$ cat src/rtl/core/sgfc_pkg.sv
// sgfc_pkg: shared types and constants of the scan gap fill and clamp core
// stored sample layout, sample kinds, operation codes, register indexes
// no dependencies
package sgfc_pkg;

    localparam int IDX_W   = 10;
    localparam int RANGE_W = 16;
    localparam int KIND_W  = 2;
    localparam int ANGLE_W = 16;
    localparam int REG_IDX_W = 2;

    // sample kinds as stored
    localparam logic [KIND_W-1:0] KIND_FIN = 2'd0;
    localparam logic [KIND_W-1:0] KIND_NAN = 2'd1;
    localparam logic [KIND_W-1:0] KIND_INF = 2'd2;
    localparam logic [KIND_W-1:0] KIND_ALT = 2'd3;   // handled as infinite

    // operation codes
    localparam logic OP_LOAD = 1'b0;
    localparam logic OP_READ = 1'b1;

    // configuration register indexes
    localparam logic [REG_IDX_W-1:0] REG_RANGE_MIN   = 2'd0;
    localparam logic [REG_IDX_W-1:0] REG_RANGE_MAX   = 2'd1;
    localparam logic [REG_IDX_W-1:0] REG_ANGLE_START = 2'd2;
    localparam logic [REG_IDX_W-1:0] REG_ANGLE_STEP  = 2'd3;

    typedef struct packed {
        logic [KIND_W-1:0]  kind;
        logic [RANGE_W-1:0] rng;
    } sample_t;

endpackage

$ cat src/rtl/core/sgfc_repair.sv
// sgfc_repair: repair pass sequencer over the sample store
// finds the first valid sample, then walks the scan once writing back repaired beats
// uses sgfc_pkg; drives the store ports while busy
module sgfc_repair #(
    parameter int MAX_POINTS = 1024,
    parameter int AW = $clog2(MAX_POINTS),
    parameter int LW = 11
) (
    input  logic                          aclk,
    input  logic                          aresetn,
    input  logic                          start,
    input  logic [LW-1:0]                 len,
    input  logic [sgfc_pkg::RANGE_W-1:0]  clamp_lo,
    input  logic [sgfc_pkg::RANGE_W-1:0]  clamp_hi,
    output logic                          busy,
    output logic                          mem_we,
    output logic [AW-1:0]                 mem_waddr,
    output sgfc_pkg::sample_t             mem_wdata,
    output logic [AW-1:0]                 mem_raddr,
    input  sgfc_pkg::sample_t             mem_rdata
);

    localparam logic [2:0] ST_IDLE = 3'd0;
    localparam logic [2:0] ST_FIND = 3'd1;
    localparam logic [2:0] ST_PR0  = 3'd2;
    localparam logic [2:0] ST_PR1  = 3'd3;
    localparam logic [2:0] ST_RUN  = 3'd4;

    logic [2:0]        state_reg, state_next;
    logic [LW-1:0]     find_cnt_reg, find_cnt_next;
    logic              chk_ok_reg, chk_ok_next;
    logic [LW-1:0]     pos_reg, pos_next;
    sgfc_pkg::sample_t cur_reg, cur_next;
    sgfc_pkg::sample_t prev_reg, prev_next;
    sgfc_pkg::sample_t first_reg, first_next;
    sgfc_pkg::sample_t pick;
    sgfc_pkg::sample_t fixed;
    logic              last_pos;

    // infinite becomes the upper limit, finite outside the limits too
    function automatic sgfc_pkg::sample_t clamp_sample(
        input sgfc_pkg::sample_t s,
        input logic [sgfc_pkg::RANGE_W-1:0] lo,
        input logic [sgfc_pkg::RANGE_W-1:0] hi
    );
        sgfc_pkg::sample_t r;
        r = s;
        if (s.kind == sgfc_pkg::KIND_INF || s.kind == sgfc_pkg::KIND_ALT) begin
            r.kind = sgfc_pkg::KIND_FIN;
            r.rng  = hi;
        end else if (s.kind == sgfc_pkg::KIND_FIN) begin
            if (s.rng < lo || s.rng > hi) begin
                r.rng = hi;
            end
        end
        return r;
    endfunction

    assign last_pos = (pos_reg == len - LW'(1));

    // gap fill choice for the sample under the walk
    always_comb begin
        pick = cur_reg;
        if (cur_reg.kind == sgfc_pkg::KIND_NAN) begin
            priority if (pos_reg == '0) begin
                pick = first_reg;
            end else if (!last_pos && mem_rdata.kind != sgfc_pkg::KIND_NAN) begin
                pick = mem_rdata;
            end else if (prev_reg.kind != sgfc_pkg::KIND_NAN) begin
                pick = prev_reg;
            end else begin
                pick = cur_reg;
            end
        end
        fixed = clamp_sample(pick, clamp_lo, clamp_hi);
    end

    always_comb begin
        state_next    = state_reg;
        find_cnt_next = find_cnt_reg;
        chk_ok_next   = chk_ok_reg;
        pos_next      = pos_reg;
        cur_next      = cur_reg;
        prev_next     = prev_reg;
        first_next    = first_reg;
        mem_raddr     = '0;
        mem_we        = 1'b0;
        mem_waddr     = AW'(pos_reg);
        mem_wdata     = fixed;
        unique case (state_reg)
            ST_IDLE: begin
                if (start) begin
                    state_next    = ST_FIND;
                    find_cnt_next = '0;
                    chk_ok_next   = 1'b0;
                end
            end
            ST_FIND: begin
                // read data belongs to index find_cnt_reg - 1
                mem_raddr     = AW'(find_cnt_reg);
                find_cnt_next = find_cnt_reg + LW'(1);
                chk_ok_next   = 1'b1;
                if (chk_ok_reg &&
                    (mem_rdata.kind != sgfc_pkg::KIND_NAN || find_cnt_reg == len)) begin
                    first_next = mem_rdata;
                    state_next = ST_PR0;
                end
            end
            ST_PR0: begin
                mem_raddr  = '0;
                state_next = ST_PR1;
            end
            ST_PR1: begin
                mem_raddr  = AW'(LW'(1));
                cur_next   = mem_rdata;
                pos_next   = '0;
                state_next = ST_RUN;
            end
            ST_RUN: begin
                // read two ahead, write back the current one
                mem_raddr = AW'(pos_reg + LW'(2));
                mem_we    = 1'b1;
                cur_next  = mem_rdata;
                prev_next = fixed;
                pos_next  = pos_reg + LW'(1);
                if (last_pos) begin
                    state_next = ST_IDLE;
                end
            end
            default: begin
                state_next = ST_IDLE;
            end
        endcase
    end

    always_ff @(posedge aclk) begin
        if (!aresetn) begin
            state_reg  <= ST_IDLE;
            chk_ok_reg <= 1'b0;
        end else begin
            state_reg  <= state_next;
            chk_ok_reg <= chk_ok_next;
        end
    end

    always_ff @(posedge aclk) begin
        find_cnt_reg <= find_cnt_next;
        pos_reg      <= pos_next;
        cur_reg      <= cur_next;
        prev_reg     <= prev_next;
        first_reg    <= first_next;
    end

    assign busy = (state_reg != ST_IDLE);

endmodule

$ cat config.mk
export PLATFORM = sky130hd
export DESIGN_NAME = sgfc_repair
export DESIGN_NICKNAME = d
export VERILOG_FILES = /design/src/rtl/core/sgfc_pkg.sv /design/src/rtl/core/sgfc_repair.sv
export SDC_FILE = /design/constraint.sdc
export NUM_CORES = 1
export LEC_CHECK = 0
export BUFFER_PORTS_ARGS = -buffer_cell sky130_fd_sc_hd__clkbuf_2
export CORE_MARGIN = 4
export CORE_UTILIZATION = 55
export DETAILED_ROUTE_END_ITERATION = 7
export HOLD_SLACK_MARGIN = 0.06
export PLACE_DENSITY = 0.75
export SYNTH_ARGS = -nofsm -noshare
export SYNTH_HDL_FRONTEND = slang
export SYNTH_SLANG_ARGS = --single-unit
$ cat constraint.sdc
create_clock -name aclk -period 17.9 [get_ports aclk]
set_clock_uncertainty 0.05 [all_clocks]
set_input_delay 3.58 -clock aclk [delete_from_list [all_inputs] [get_ports aclk]]
set_output_delay 3.58 -clock aclk [all_outputs]
set_load 0.01 [all_outputs]
==> flow_results.org <==
** Logic synthesis
- Summed over all instances, the cell type with the most area after synthesis is sky130_fd_sc_hd__edfxtp_1.
- Share of the synthesized area in the top cell type :: 40.9%
- Cell area after synthesis :: 5580 um2
- Mean post-synth cell area :: 9.65 um2
- Summing the areas of all xor and xnor instances in the mapped netlist gives 7.06% of the synthesized area.
- Fraction of registers with async set or reset after synthesis :: 0%
- Cells taking the most area after synthesis :: sky130_fd_sc_hd__edfxtp_1, sky130_fd_sc_hd__ha_1, sky130_fd_sc_hd__nand2_1, sky130_fd_sc_hd__xnor2_1, sky130_fd_sc_hd__nor2_1
- Simple logic cell fraction of the synthesized area :: 19.4%
- Flip-flop and latch count after synthesis :: 80
- Area fraction in compound gates after synthesis :: 11.5%
- After synthesis, the largest family of logic cells by area is simple AND/OR/NAND/NOR gates.
- Of the post-synthesis cell area, the part taken by muxes is 5.07%.
- The synthesized netlist devotes 8.07% of its cell area to adder and majority cells.
- In this run, distinct cell masters in the synthesized netlist total 54.
- Number of warnings printed during yosys synthesis :: 0
- Counting flops with a built-in enable in the synthesized netlist gives 76.
- Instance count of the mapped netlist :: 578
- Share of the yosys chip area belonging to registers :: 42.3%
- Ys flop type :: sky130_fd_sc_hd__edfxtp_1

** Critical path
- Kind of end point of the critical path :: output pin
- Max Fanout on Critical Path :: 32
- Slowest cell on crit path :: sky130_fd_sc_hd__or4_1
- CP required :: 14270 ps
- Cell family with most CP delay :: simple AND/OR/NAND/NOR gates
- The critical path contains buffers and inverters numbering 3 combined.
- Walking the worst path, the cells encountered are clkbuf_2 -> nor3_2 -> xor2_1 -> nor4_1 -> o2111ai_2 -> o31ai_4 -> buf_4 -> nand3_1 -> o211ai_1 -> a31oi_1 -> ha_1 -> nand4_1 -> or4_1 -> a21oi_1 -> nor3b_1 -> a311oi_1 -> nand4_1 -> o22ai_4 -> mux2_2 -> clkbuf_2.
- Worst setup SP type :: input port
- In this design, the stage delay of the slowest critical-path cell is 590 ps.
- Endpoint arrival time on the critical path :: 8850 ps
- WS Path Type :: input port to output pin

** Hold path
- The worst hold path belongs to the class register to register.

** Timing
- Measured against its own limit, the worst slew margin works out to 30.0%.
- Worst Slack Setup Final :: 5420 ps
- Worst slew pin tran :: 1040 ps
- Setup Viol. Count Final :: 0
- Final-layout setup total negative slack :: 0 ps
- Highest clock frequency the design can meet :: 0.0801 GHz
- Ratio of final minimum period to clock period :: 69.7%
- Setup repair after global routing left no endpoint under its margin.
- Period minus WS final :: 12480 ps
- Slew Limit Fails :: 0
- On the final layout, the worst hold slack is 468 ps.
- The final hold violation count came to 0.

** Finish
- Counting the fill cells in the layout gives 846.
- The library cell used most frequently in the layout, excluding fill and tap cells, is sky130_fd_sc_hd__clkbuf_2.
- With fillers left out, the area of the finished cells amounts to 6290 um2.
- Number of nets at the end of the flow :: 756
- Synthesis-to-layout area growth :: 12.7%
- In the final layout, the share of cells above drive strength 1 is 22.7%.
- The top cell types in the final layout, fill and taps aside, are sky130_fd_sc_hd__clkbuf_2, sky130_fd_sc_hd__edfxtp_1, sky130_fd_sc_hd__nand2_1, sky130_fd_sc_hd__nor2_1, sky130_fd_sc_hd__inv_1.
- Diodes inserted :: 0

** Global route
- Vias in the first global route :: 4463
- First-pass GRT wire length :: 23.1 mm
- Initial antenna violation count :: 0
- Overflow left after global routing :: 0
- Entering global routing, the biggest net connects 33 pins.
- Global routing used 25.7% of the available tracks across all layers.

** Clock tree
- Hold buffer count at cts :: 0
- CTS HTree Levels :: 3
- Once the clock tree was built, the resizer swapped 0 gates to a different size.
- Clock Path Buffers :: 2
- The number of clock buffers added by TritonCTS is 9.
- Sinks on Clock Net :: 80
- Clock tree synthesis selected as its root buffer the cell sky130_fd_sc_hd__clkbuf_8.
- After clock tree synthesis, the clock-pin slew on the worst setup and hold paths is 80 ps.
- TritonCTS built the clock tree.
- The later pin in the worst-skew pair is clocked with a latency of 370 ps.
- Post-CTS setup buffer count :: 0

** Drt
- Dividing the detail-routed wire length by the instance count gives 18.5 um.
- Total number of vias :: 4563
- Total wirelength of the detailed-routed design :: 14.7 mm
- The count of nets left with antenna violations once routing finished came out at 0.
- First-pass iteration count of the detailed router :: 5
- Via density per instance :: 5.75
- Number of design-rule violations left by the first detailed-router iteration :: 327
- Count of unresolved DRC violations after routing :: 0

** Floorplanning
- The die is 109 um tall.
- The floorplan has 36 rows.
- The die covers 11800 um2.
- 104 I/O pins were placed.
- Overall die width :: 109 um
- Once the floorplan was initialized, standard cells occupied 56.8% of the core.
- The total area inside the core boundary comes to 9820 um2.

** Place
- The placed instances occupy a cell area of 6090 um2.
- Pre-CTS WS :: 5500 ps
- Routability-driven placement finished with a final weighted congestion of 0.914.
- Input and output buffers added on the ports amount to 102.
- After legalization and detailed placement, the total HPWL measured 11.2 mm.

** Outcome
- The flow ran to the end, and the final reports show no timing, DRC or antenna violations.

** Power
- In this run the static leakage power is 2.60 nW.
- Dividing total power by cell area gives a power density of 67.2 nW/um2.
- IR analysis of the VDD net gives a maximum drop of 47.9 uV.

** Run
- Max-cap check violation count :: 0
==> cells by family after synthesis <==
logic type      Yosys count
buf+inv                  82
mux                      22
xor+xnor                 45
other cells               1
flops                    80
compound gates           89
fa+ha+maj                36
simple gates            223
==> routing by layer <==
metal / global-route usage [%] / part of all wire (%)
met5: 0 / 0
met4: 7.21 / 1.6
met3: 7.16 / 9.1
met2: 41.5 / 47
met1: 33.9 / 42
==> worst reg2reg max path, cell delays in order (launching register included) <==
cell and delay (ps):
sky130_fd_sc_hd__edfxtp_1 560, sky130_fd_sc_hd__inv_1 160, sky130_fd_sc_hd__ha_1 220, sky130_fd_sc_hd__nor2b_1 180
sky130_fd_sc_hd__nand4_1 820, sky130_fd_sc_hd__o211ai_1 420, sky130_fd_sc_hd__a31oi_1 240, sky130_fd_sc_hd__ha_1 350
sky130_fd_sc_hd__nand4_1 190, sky130_fd_sc_hd__or4_1 590, sky130_fd_sc_hd__a21oi_1 130, sky130_fd_sc_hd__nor3b_1 70
sky130_fd_sc_hd__a311oi_1 240, sky130_fd_sc_hd__nand4_1 180, sky130_fd_sc_hd__o22ai_4 570, sky130_fd_sc_hd__mux2_2 440
==> cell usage after synthesis (8+ instances only) <==
cell and instances:
sky130_fd_sc_hd__xor2_1 21, sky130_fd_sc_hd__and3_1 9, sky130_fd_sc_hd__nor3_1 8, sky130_fd_sc_hd__nand2b_1 9
sky130_fd_sc_hd__nor2b_1 8, sky130_fd_sc_hd__a31oi_1 18, sky130_fd_sc_hd__buf_4 11, sky130_fd_sc_hd__a21oi_1 11
sky130_fd_sc_hd__edfxtp_1 76, sky130_fd_sc_hd__nor2_1 54, sky130_fd_sc_hd__nand2_1 72, sky130_fd_sc_hd__o211ai_1 16
sky130_fd_sc_hd__nand3_1 27, sky130_fd_sc_hd__mux2_4 11, sky130_fd_sc_hd__inv_1 40, sky130_fd_sc_hd__nand4_1 13
sky130_fd_sc_hd__o21ai_0 18, sky130_fd_sc_hd__xnor2_1 24, sky130_fd_sc_hd__clkbuf_1 29, sky130_fd_sc_hd__ha_1 36
==> worst paths after layout <==
| check | from | end | slack, ps | cells past startpoint |
|---|---|---|---|---|
| min | chk_ok_reg | chk_ok_reg | 470 | 2 |
| max reg2reg | pos_reg[0] | prev_reg[4] | 12240 | 15 |
| min reg2reg | chk_ok_reg | chk_ok_reg | 470 | 2 |
| max | len[1] | mem_wdata[4] | 5420 | 20 |
==> where the power goes <==
group,internal [mW],total (mW),switching [mW]
sequential,0.212,0.219,0.00690
combinational,0.0304,0.0686,0.0383
clock,0.0654,0.136,0.0701
total,0.308,0.423,0.115
==> final cells by class <==
cell class | instances | area (um2) | share of cell area, %
inverters | 40 | 150 | 2.39
repair buffers | 108 | 556 | 8.83
multi-input cells | 417 | 2860 | 45.5
clock inverters | 6 | 68.8 | 1.09
clock buffers | 10 | 128 | 2.03
flip-flops and latches | 80 | 2360 | 37.5
well taps | 133 | 166 | 2.65
==> stage by stage <==
| step | power, mW | instances | utilization [%] |
|---|---|---|---|
| 6_report | 0.423 | 794 | 64.1 |
| 5_1_grt | 0.443 | 794 | 64.1 |
| 4_1_cts | 0.426 | 794 | 64.1 |
| 3_5_place_dp | 0.291 | 778 | 62.1 |
| 3_3_place_gp | 0.289 | 778 | 62.1 |
| 2_1_floorplan | 0.265 | 579 | - |
Note: power is estimated with default switching activity, not from simulation.
